**src/sv/ial_pkg.sv**
```systemverilog
// shared types, codes and width constants for the indexed array list
package ial_pkg;

   localparam int CAPACITY_DEF = 256;
   localparam int CAPACITY_MAX = 4096;
   // widths fixed by the largest supported capacity
   localparam int LEN_W     = $clog2(CAPACITY_MAX + 1);
   localparam int TOK_POS_W = $clog2(CAPACITY_MAX);

   localparam logic [3:0] FN_FRONT      = 4'd0;
   localparam logic [3:0] FN_END        = 4'd1;
   localparam logic [3:0] FN_INSERT_AT  = 4'd2;
   localparam logic [3:0] FN_GET        = 4'd3;
   localparam logic [3:0] FN_REMOVE     = 4'd4;
   localparam logic [3:0] FN_FIND_FIRST = 4'd5;
   localparam logic [3:0] FN_FIND_LAST  = 4'd6;
   localparam logic [3:0] FN_FIND_MAX   = 4'd7;
   localparam logic [3:0] FN_CLEAR      = 4'd8;

   localparam logic [1:0] STAT_OK    = 2'd0;
   localparam logic [1:0] STAT_RANGE = 2'd1;
   localparam logic [1:0] STAT_FULL  = 2'd2;
   localparam logic [1:0] STAT_EMPTY = 2'd3;

   typedef struct packed {
      logic [3:0]         func;
      logic signed [31:0] value;
      logic [8:0]         index;
   } req_type;

   typedef struct packed {
      logic signed [31:0] data;
      logic [7:0]         position;
      logic               found;
      logic [1:0]         status;
      logic [8:0]         count;
      logic               empty_res;
   } rsp_type;

   typedef enum logic [1:0] {
      CMD_HOLD = 2'd0,
      CMD_INS  = 2'd1,
      CMD_REM  = 2'd2
   } cmd_op_type;

   // broadcast to every cell
   typedef struct packed {
      cmd_op_type         op;
      logic [3:0]         func;
      logic [LEN_W-1:0]   at;
      logic signed [31:0] value;
      logic [LEN_W-1:0]   count;
   } cmd_type;

   // search token walking the chain
   typedef struct packed {
      logic                 live;
      logic signed [31:0]   data;
      logic signed [31:0]   best;
      logic [TOK_POS_W-1:0] pos;
      logic                 found;
   } tok_type;

endpackage

```
**src/sv/ial_cell.sv**
```systemverilog
// one list cell: holds one entry, shifts with its neighbours, updates the search token
module ial_cell #(
   parameter int K = 0
) (
   input  logic               clock,
   input  logic               reset,
   input  ial_pkg::cmd_type   cmd,
   input  logic signed [31:0] left_word,
   input  logic signed [31:0] right_word,
   input  ial_pkg::tok_type   tok_in,
   output logic signed [31:0] word_out,
   output ial_pkg::tok_type   tok_out
);
   import ial_pkg::*;

   localparam logic [LEN_W-1:0]     KPOS = LEN_W'(K);
   localparam logic [TOK_POS_W-1:0] KTOK = TOK_POS_W'(K);

   logic signed [31:0] word_ff, word_in;
   tok_type            tok_ff, tok_in_c;
   logic               active;

   assign active = (KPOS < cmd.count);

   always_comb begin
      word_in = word_ff;
      unique case (cmd.op)
         CMD_INS: begin
            if (KPOS > cmd.at) begin
               word_in = left_word;
            end else if (KPOS == cmd.at) begin
               word_in = cmd.value;
            end
         end
         CMD_REM: begin
            if (KPOS >= cmd.at) begin
               word_in = right_word;
            end
         end
         CMD_HOLD: word_in = word_ff;
         default:  word_in = word_ff;
      endcase
   end

   always_comb begin
      tok_in_c = tok_in;
      if (tok_in.live) begin
         unique case (cmd.func)
            FN_GET, FN_REMOVE: begin
               if (KPOS == cmd.at) begin
                  tok_in_c.data = word_ff;
               end
            end
            FN_FIND_FIRST: begin
               if (active && (word_ff == cmd.value) && !tok_in.found) begin
                  tok_in_c.pos   = KTOK;
                  tok_in_c.found = 1'b1;
               end
            end
            FN_FIND_LAST: begin
               if (active && (word_ff == cmd.value)) begin
                  tok_in_c.pos   = KTOK;
                  tok_in_c.found = 1'b1;
               end
            end
            FN_FIND_MAX: begin
               if (active && ((K == 0) || (word_ff > tok_in.best))) begin
                  tok_in_c.best = word_ff;
                  tok_in_c.pos  = KTOK;
               end
            end
            default: tok_in_c = tok_in;
         endcase
      end
   end

   always_ff @(posedge clock) begin
      word_ff <= word_in;
      if (reset) begin
         tok_ff <= '0;
      end else begin
         tok_ff <= tok_in_c;
      end
   end

   assign word_out = word_ff;
   assign tok_out  = tok_ff;

endmodule

```
**config.mk**
```make
export PLATFORM = sky130hd
export DESIGN_NAME = ial_cell
export DESIGN_NICKNAME = d
export VERILOG_FILES = /design/src/sv/ial_pkg.sv /design/src/sv/ial_cell.sv
export SDC_FILE = /design/constraint.sdc
export NUM_CORES = 1
export LEC_CHECK = 0
export ABC_AREA = 1
export BUFFER_PORTS_ARGS = -buffer_cell sky130_fd_sc_hd__buf_2
export CORE_AREA = 2 2 123 125
export DETAILED_ROUTE_END_ITERATION = 10
export DIE_AREA = 0 0 125 127
export HOLD_SLACK_MARGIN = 0.15
export PLACE_DENSITY = 0.75
export SLEW_MARGIN = 10
export SYNTH_ARGS = -nofsm -noshare
export SYNTH_HDL_FRONTEND = slang
export SYNTH_SLANG_ARGS = --single-unit
```
**constraint.sdc**
```tcl
create_clock -name clock -period 4.8 [get_ports clock]
set_input_delay 0.72 -clock clock [delete_from_list [all_inputs] [get_ports clock]]
set_output_delay 0.72 -clock clock [all_outputs]
set_load 0.005 [all_outputs]
```
# Yosys cells after proc, flatten, opt, wreduce, memory -nomap -nowiden

Index checks and enable logic that the tools add are counted.
Widths: inputs -> output; s select.

Mux-type cells: 13
$lt $le $gt $ge: 3
Reductions and logical operators: 7
Equality and inequality tests: 10

Operators with widths:

| kind                | count |
|---|---|
| $mux 32             | 6 |
| $mux 78             | 1 |
| $pmux 32 s2         | 1 |
| $mux 44             | 1 |
| $pmux 12 s3         | 1 |
| $eq 32x32->1        | 1 |
| $mux 13             | 2 |
| $eq 4x3->1 const B  | 4 |
| $ge 1x13->1 const A | 1 |
| $gt 1x13->1 const A | 1 |
| $logic_not 13->1    | 1 |
| $lt 1x13->1 const A | 1 |
| $eq 4x2->1 const B  | 1 |
| $ne 3x3->1 const B  | 1 |
| $reduce_and 3->1    | 1 |
| $eq 2x1->1 const B  | 1 |
| $eq 2x2->1 const B  | 1 |
| $logic_and 1x1->1   | 2 |
| $ne 2x2->1 const B  | 1 |
| $pmux 1 s2          | 1 |
| $reduce_bool 2->1   | 1 |
| $reduce_or 2->1     | 1 |
| $logic_not 1->1     | 1 |

Word-level logic and storage cells: 39
Bits in registers: 110

# Longest topological paths before layout

Depth in word-level cells: 6
Depth in mapped cells: 11
Mapped depth without buffers: 11

# Worst setup path before layout

OpenSTA, ideal clock, no wires.

Path kind: input to register
From: in cmd[63] (netlist name)
To: reg word_ff[0], in the netlist word_out[0] (enable)
Arrival time: 3714 ps
Setup time: 470 ps
Buffers on the path: 2
Cell stages on the path: 5
Setup slack: 616 ps
Cells stage by stage: inv_1 > or2_2 > clkbuf_1 > clkbuf_1 > a21boi_0

Word-level cells in the longest chain between the ends: 3
Elaborated cells between the ends (all ways): 6
Those cells by class: eq/ne (4); reduce/logical (2)

Ends and longest elaborated chain:

| what                                                      | line           | RTL |
|---|---|---|
| start, declared                                           | ial_cell.sv:7  | `input ial_pkg::cmd_type cmd,` |
| $eq 2x1->1 or $eq 2x2->1 (tied branches)                  | ial_cell.sv:27 | `unique case (cmd.op)` |
| $ne 3x3->1 (no source line), or another cell as far along | --             |  |
| $reduce_and 3->1 (no source line) *                       | --             |  |
| end signal, assigned                                      | ial_cell.sv:78 | `word_ff <= word_in;` |
| end, declared                                             | ial_cell.sv:19 | `logic signed [31:0] word_ff, word_in;` |

Every way passes the cells marked *; elsewhere a longest branch is shown, timed or not.
A chain may end at the register's enable or synchronous reset.

# Final worst setup path

From: in cmd[56] (netlist name)
To: reg word_ff[12], in the netlist word_out[12] (enable)

Word-level cells in the longest chain between the ends: 3
Elaborated cells between the ends (all ways): 6
Those cells by class: order compare (2); eq/ne (2); reduce/logical (2)

Ends and longest elaborated chain:

| what                                                      | line           | RTL |
|---|---|---|
| $gt 1x13->1, or another cell as far along                 | ial_cell.sv:29 | `if (KPOS > cmd.at) begin` |
| $ne 3x3->1 (no source line) or $ne 2x2->1 (tied branches) | --             |  |
| $reduce_and 3->1 (no source line) *                       | --             |  |

Marks and branches as above.

==> run_results.csv <==
group,metric,value,unit
run_status,outcome,"finished clean",
floorplanning,die_area,15900,sq um
yosys,syn_inst,542,
power,pwr-share-seq,51.4,%
yosys,avgSynthCellArea,8.72,sq um
yosys,synthTopCellsByCount,"nor2_1, dfxtp_1, o21ai_0",
timing,rsz0062_at_grt,"false",
clock_tree,tritoncts,"built",
yosys,post_synth_num_cell_types,29,
yosys,yosysSeqAreaShare,53.4,%
routing,drc,0,
clock_tree,cts_resized,0,
timing,worstMarginPinSlew,1.12,ns
final_layout,regArea,2520,sq um
yosys,synth_top_family_by_area,"simple AND/OR/NAND/NOR gates",
placement,dp_hpwl,11800,um
timing,finalCritPeriodShare,58.2,%
routing,drtPass1Iterations,4,
clock_tree,clk_pin_slew_worst_paths,0.07,ns
yosys,ys_top_cells_by_area,"dfxtp_1, edfxtp_1, nor2_1, o21ai_0, mux2_2",
final_layout,fin_cells,1003,
clock_tree,post_cts_buffers,0,
power,p_leak,3.14,nW
timing,fin_setup_tns,0,ns
timing,finalHoldViolCount,0,
yosys,synth_area_leader_cell,"dfxtp_1",
yosys,syn_area,4720,sq um
routing,detail_route.wl_per_cell,16.1,um
floorplanning,die_h,127,um
routing,via_count,4707,
yosys,ys_ff_latch,110,
power,internal_power,1.48,mW
setup_path,cp_cell_sequence,"buf_2, nor4_1, nor3b_2, a21boi_4, buf_4",
final_layout,drive_gt1_share,42.2,%
floorplanning,ioPinCount,318,
routing,wirelength,16200,um
routing,top_layer,"met5",
yosys,yosysWarningCount,0,
power,comb_power_share,12.2,%
power,ir_drop,0.134,mV
clock_tree,clkSinkCount,110,
global_routing,grt_pass1_vias,4503,
yosys,synth_fp_nets,750,
timing,post-route-min-period,2.79,ns
setup_path,critPathArrivalTime,2.83,ns
yosys,synth_compound_area_share,13.9,%
global_routing,grt_pass1_wl,23900,um
power,switching_share,23.7,%
setup_path,slowest_delay,0.64,ns
yosys,synthArstFlopShare,0,%
placement,io_buffers,285,
setup_path,cp-start-kind,"primary input",
global_routing,antenna_found_initial,1,
timing,clock-skew-final,0.00859,ns
setup_path,endpoint_kind,"flip-flop",
routing,routed_via_density,4.69,
clock_tree,clkLatencyLatePin,0.35,ns
timing,setup_violations,0,
final_layout,fillers,1437,
yosys,synth_fa_ha_area_share,0,%
power,p_per_area,297,nW/um^2
routing,ant_nets,0,
setup_path,crit_type,"in2reg",
placement,place_ws,1.59,ns
placement,gp_congestion,0.833,
yosys,synth-simple-area-share,17.4,%
timing,fmax,358,MHz
final_layout,area_growth,38.6,%
floorplanning,die_w,125,um
hold_path,hold_path.class,"in2reg",
setup_path,cpMaxStageDelayCell,"a21boi_4",
clock_tree,cts_htree_levels,3,
job,drv_cap,0,
yosys,synth_edf_count,32,
global_routing,grt_max_degree,77,
global_routing,grt-ovfl-total,0,
placement,placedCellCount,987,
final_layout,antenna_cells,0,
floorplanning,initial_core_util,32.8,%
yosys,post-synth-top-count-cell,"nor2_1",
setup_path,cp_max_fo,17,
final_layout,multiInputGateArea,1950,sq um
timing,slew_violations,0,
clock_tree,cts_root_buf,"clkbuf_16",
routing,wl_met2,8240,um
power,p_switching,0.462,mW
timing,timing.hold.ws,0.585,ns
clock_tree,clockBufferDepth,2,
routing,wl_met1,6430,um
yosys,synth_top_area_share,33.1,%
power,p_clk_share,36.4,%
timing,max-slew-margin-rel,25.6,%
routing,initialDrtViolationCount,232,
timing,fin_ws,2.01,ns
floorplanning,rows,44,
clock_tree,ctsHoldBuffers,0,
routing,dr_wl_met3,1230,um
yosys,yosys-mux-area-fraction,5.48,%
final_layout,nets,1022,
yosys,synth-xor-area-share,4.26,%
setup_path,required,4.83,ns
floorplanning,core,14400,sq um
yosys,synth_ff_type,"dfxtp_1",
final_layout,post-route-util,45.4,%
clock_tree,numCtsBuffers,9,
global_routing,grt_use_total,19.4,%
-- cell usage in the layout, fill, tap and decap left out, types with 5 or more instances in the layout --
cell type / netlist / routed
buf_2: 9 / 285
nor2_1: 131 / 131
dfxtp_1: 78 / 78
o21ai_0: 64 / 64
nand2_1: 61 / 61
a21oi_1: 43 / 43
edfxtp_1: 32 / 32
inv_1: 26 / 25
mux2_2: 23 / 23
xnor2_1: 18 / 18
a21oi_2: 11 / 11
clkbuf_16: 0 / 9
buf_4: 1 / 6
xor2_1: 5 / 5
-- worst paths after layout --
| kind | startpoint | endpoint | slack [ns] | cells after the start |
|---|---|---|---|---|
| worst max-delay path | cmd[56] | word_out[12] | 2.01 | 5 |
| worst min-delay path | reset | tok_out[0] | 0.59 | 2 |
| worst max register to register | word_out[3] | tok_out[1] | 2.53 | 10 |
| worst min register to register | word_out[24] | tok_out[37] | 0.60 | 2 |
-- power by group through the flow --
| stage | clock network (mW) | registers, mW | logic (mW) |
|---|---|---|---|
| finish | 0.708 | 1.00 | 0.238 |
| global route | 0.759 | 1.00 | 0.265 |
| CTS | 0.725 | 1.00 | 0.240 |
| detailed placement | 0 | 1.02 | 0.239 |
| floorplan | 0 | 1.03 | 0.0998 |
| global placement | 0 | 1.02 | 0.233 |
-- registers in the layout, summed over array words and instances (netlist names) --
name      count
word_out     32
tok_out      78
-- metrics by stage --
| stage | instance area, sq um | total power [mW] |
|---|---|---|
| floorplan | 4720 | 1.13 |
| global placement | 6280 | 1.25 |
| detailed placement | 6280 | 1.26 |
| CTS | 6550 | 1.97 |
| global route | 6550 | 2.03 |
| finish | 6550 | 1.95 |
-- per-layer routing --
metal | vias up | track usage, %
li1 | 2323 | -
met1 | 2142 | 23.1
met2 | 220 | 34.4
met3 | 20 | 4.44
met4 | 2 | 7.06
met5 | - | 0
-- final cells by class --
class | count | share of cell area (%)
clock inverter | 3 | 0.287
multi-input combinational | 375 | 29.8
tap | 184 | 3.51
clock buffer | 13 | 3.82
inverter | 27 | 1.57
timing repair buffer | 291 | 22.5
sequential | 110 | 38.5
-- worst max-delay path: cells and delay by family --
kind                   cells  cell delay [ns]
AND/OR/NAND/NOR            2             0.96
AO/OA/AOI/OAI              1             0.64
buffers and inverters      2             0.48
-- kinds of logic after synthesis --
group | Yosys count
multiplexers | 23
buffers and inverters | 57
AND/OR/NAND/NOR | 208
AO/OA/AOI/OAI | 121
flip-flops | 110
XOR/XNOR | 23
Note: power is estimated with default switching activity, not from simulation.
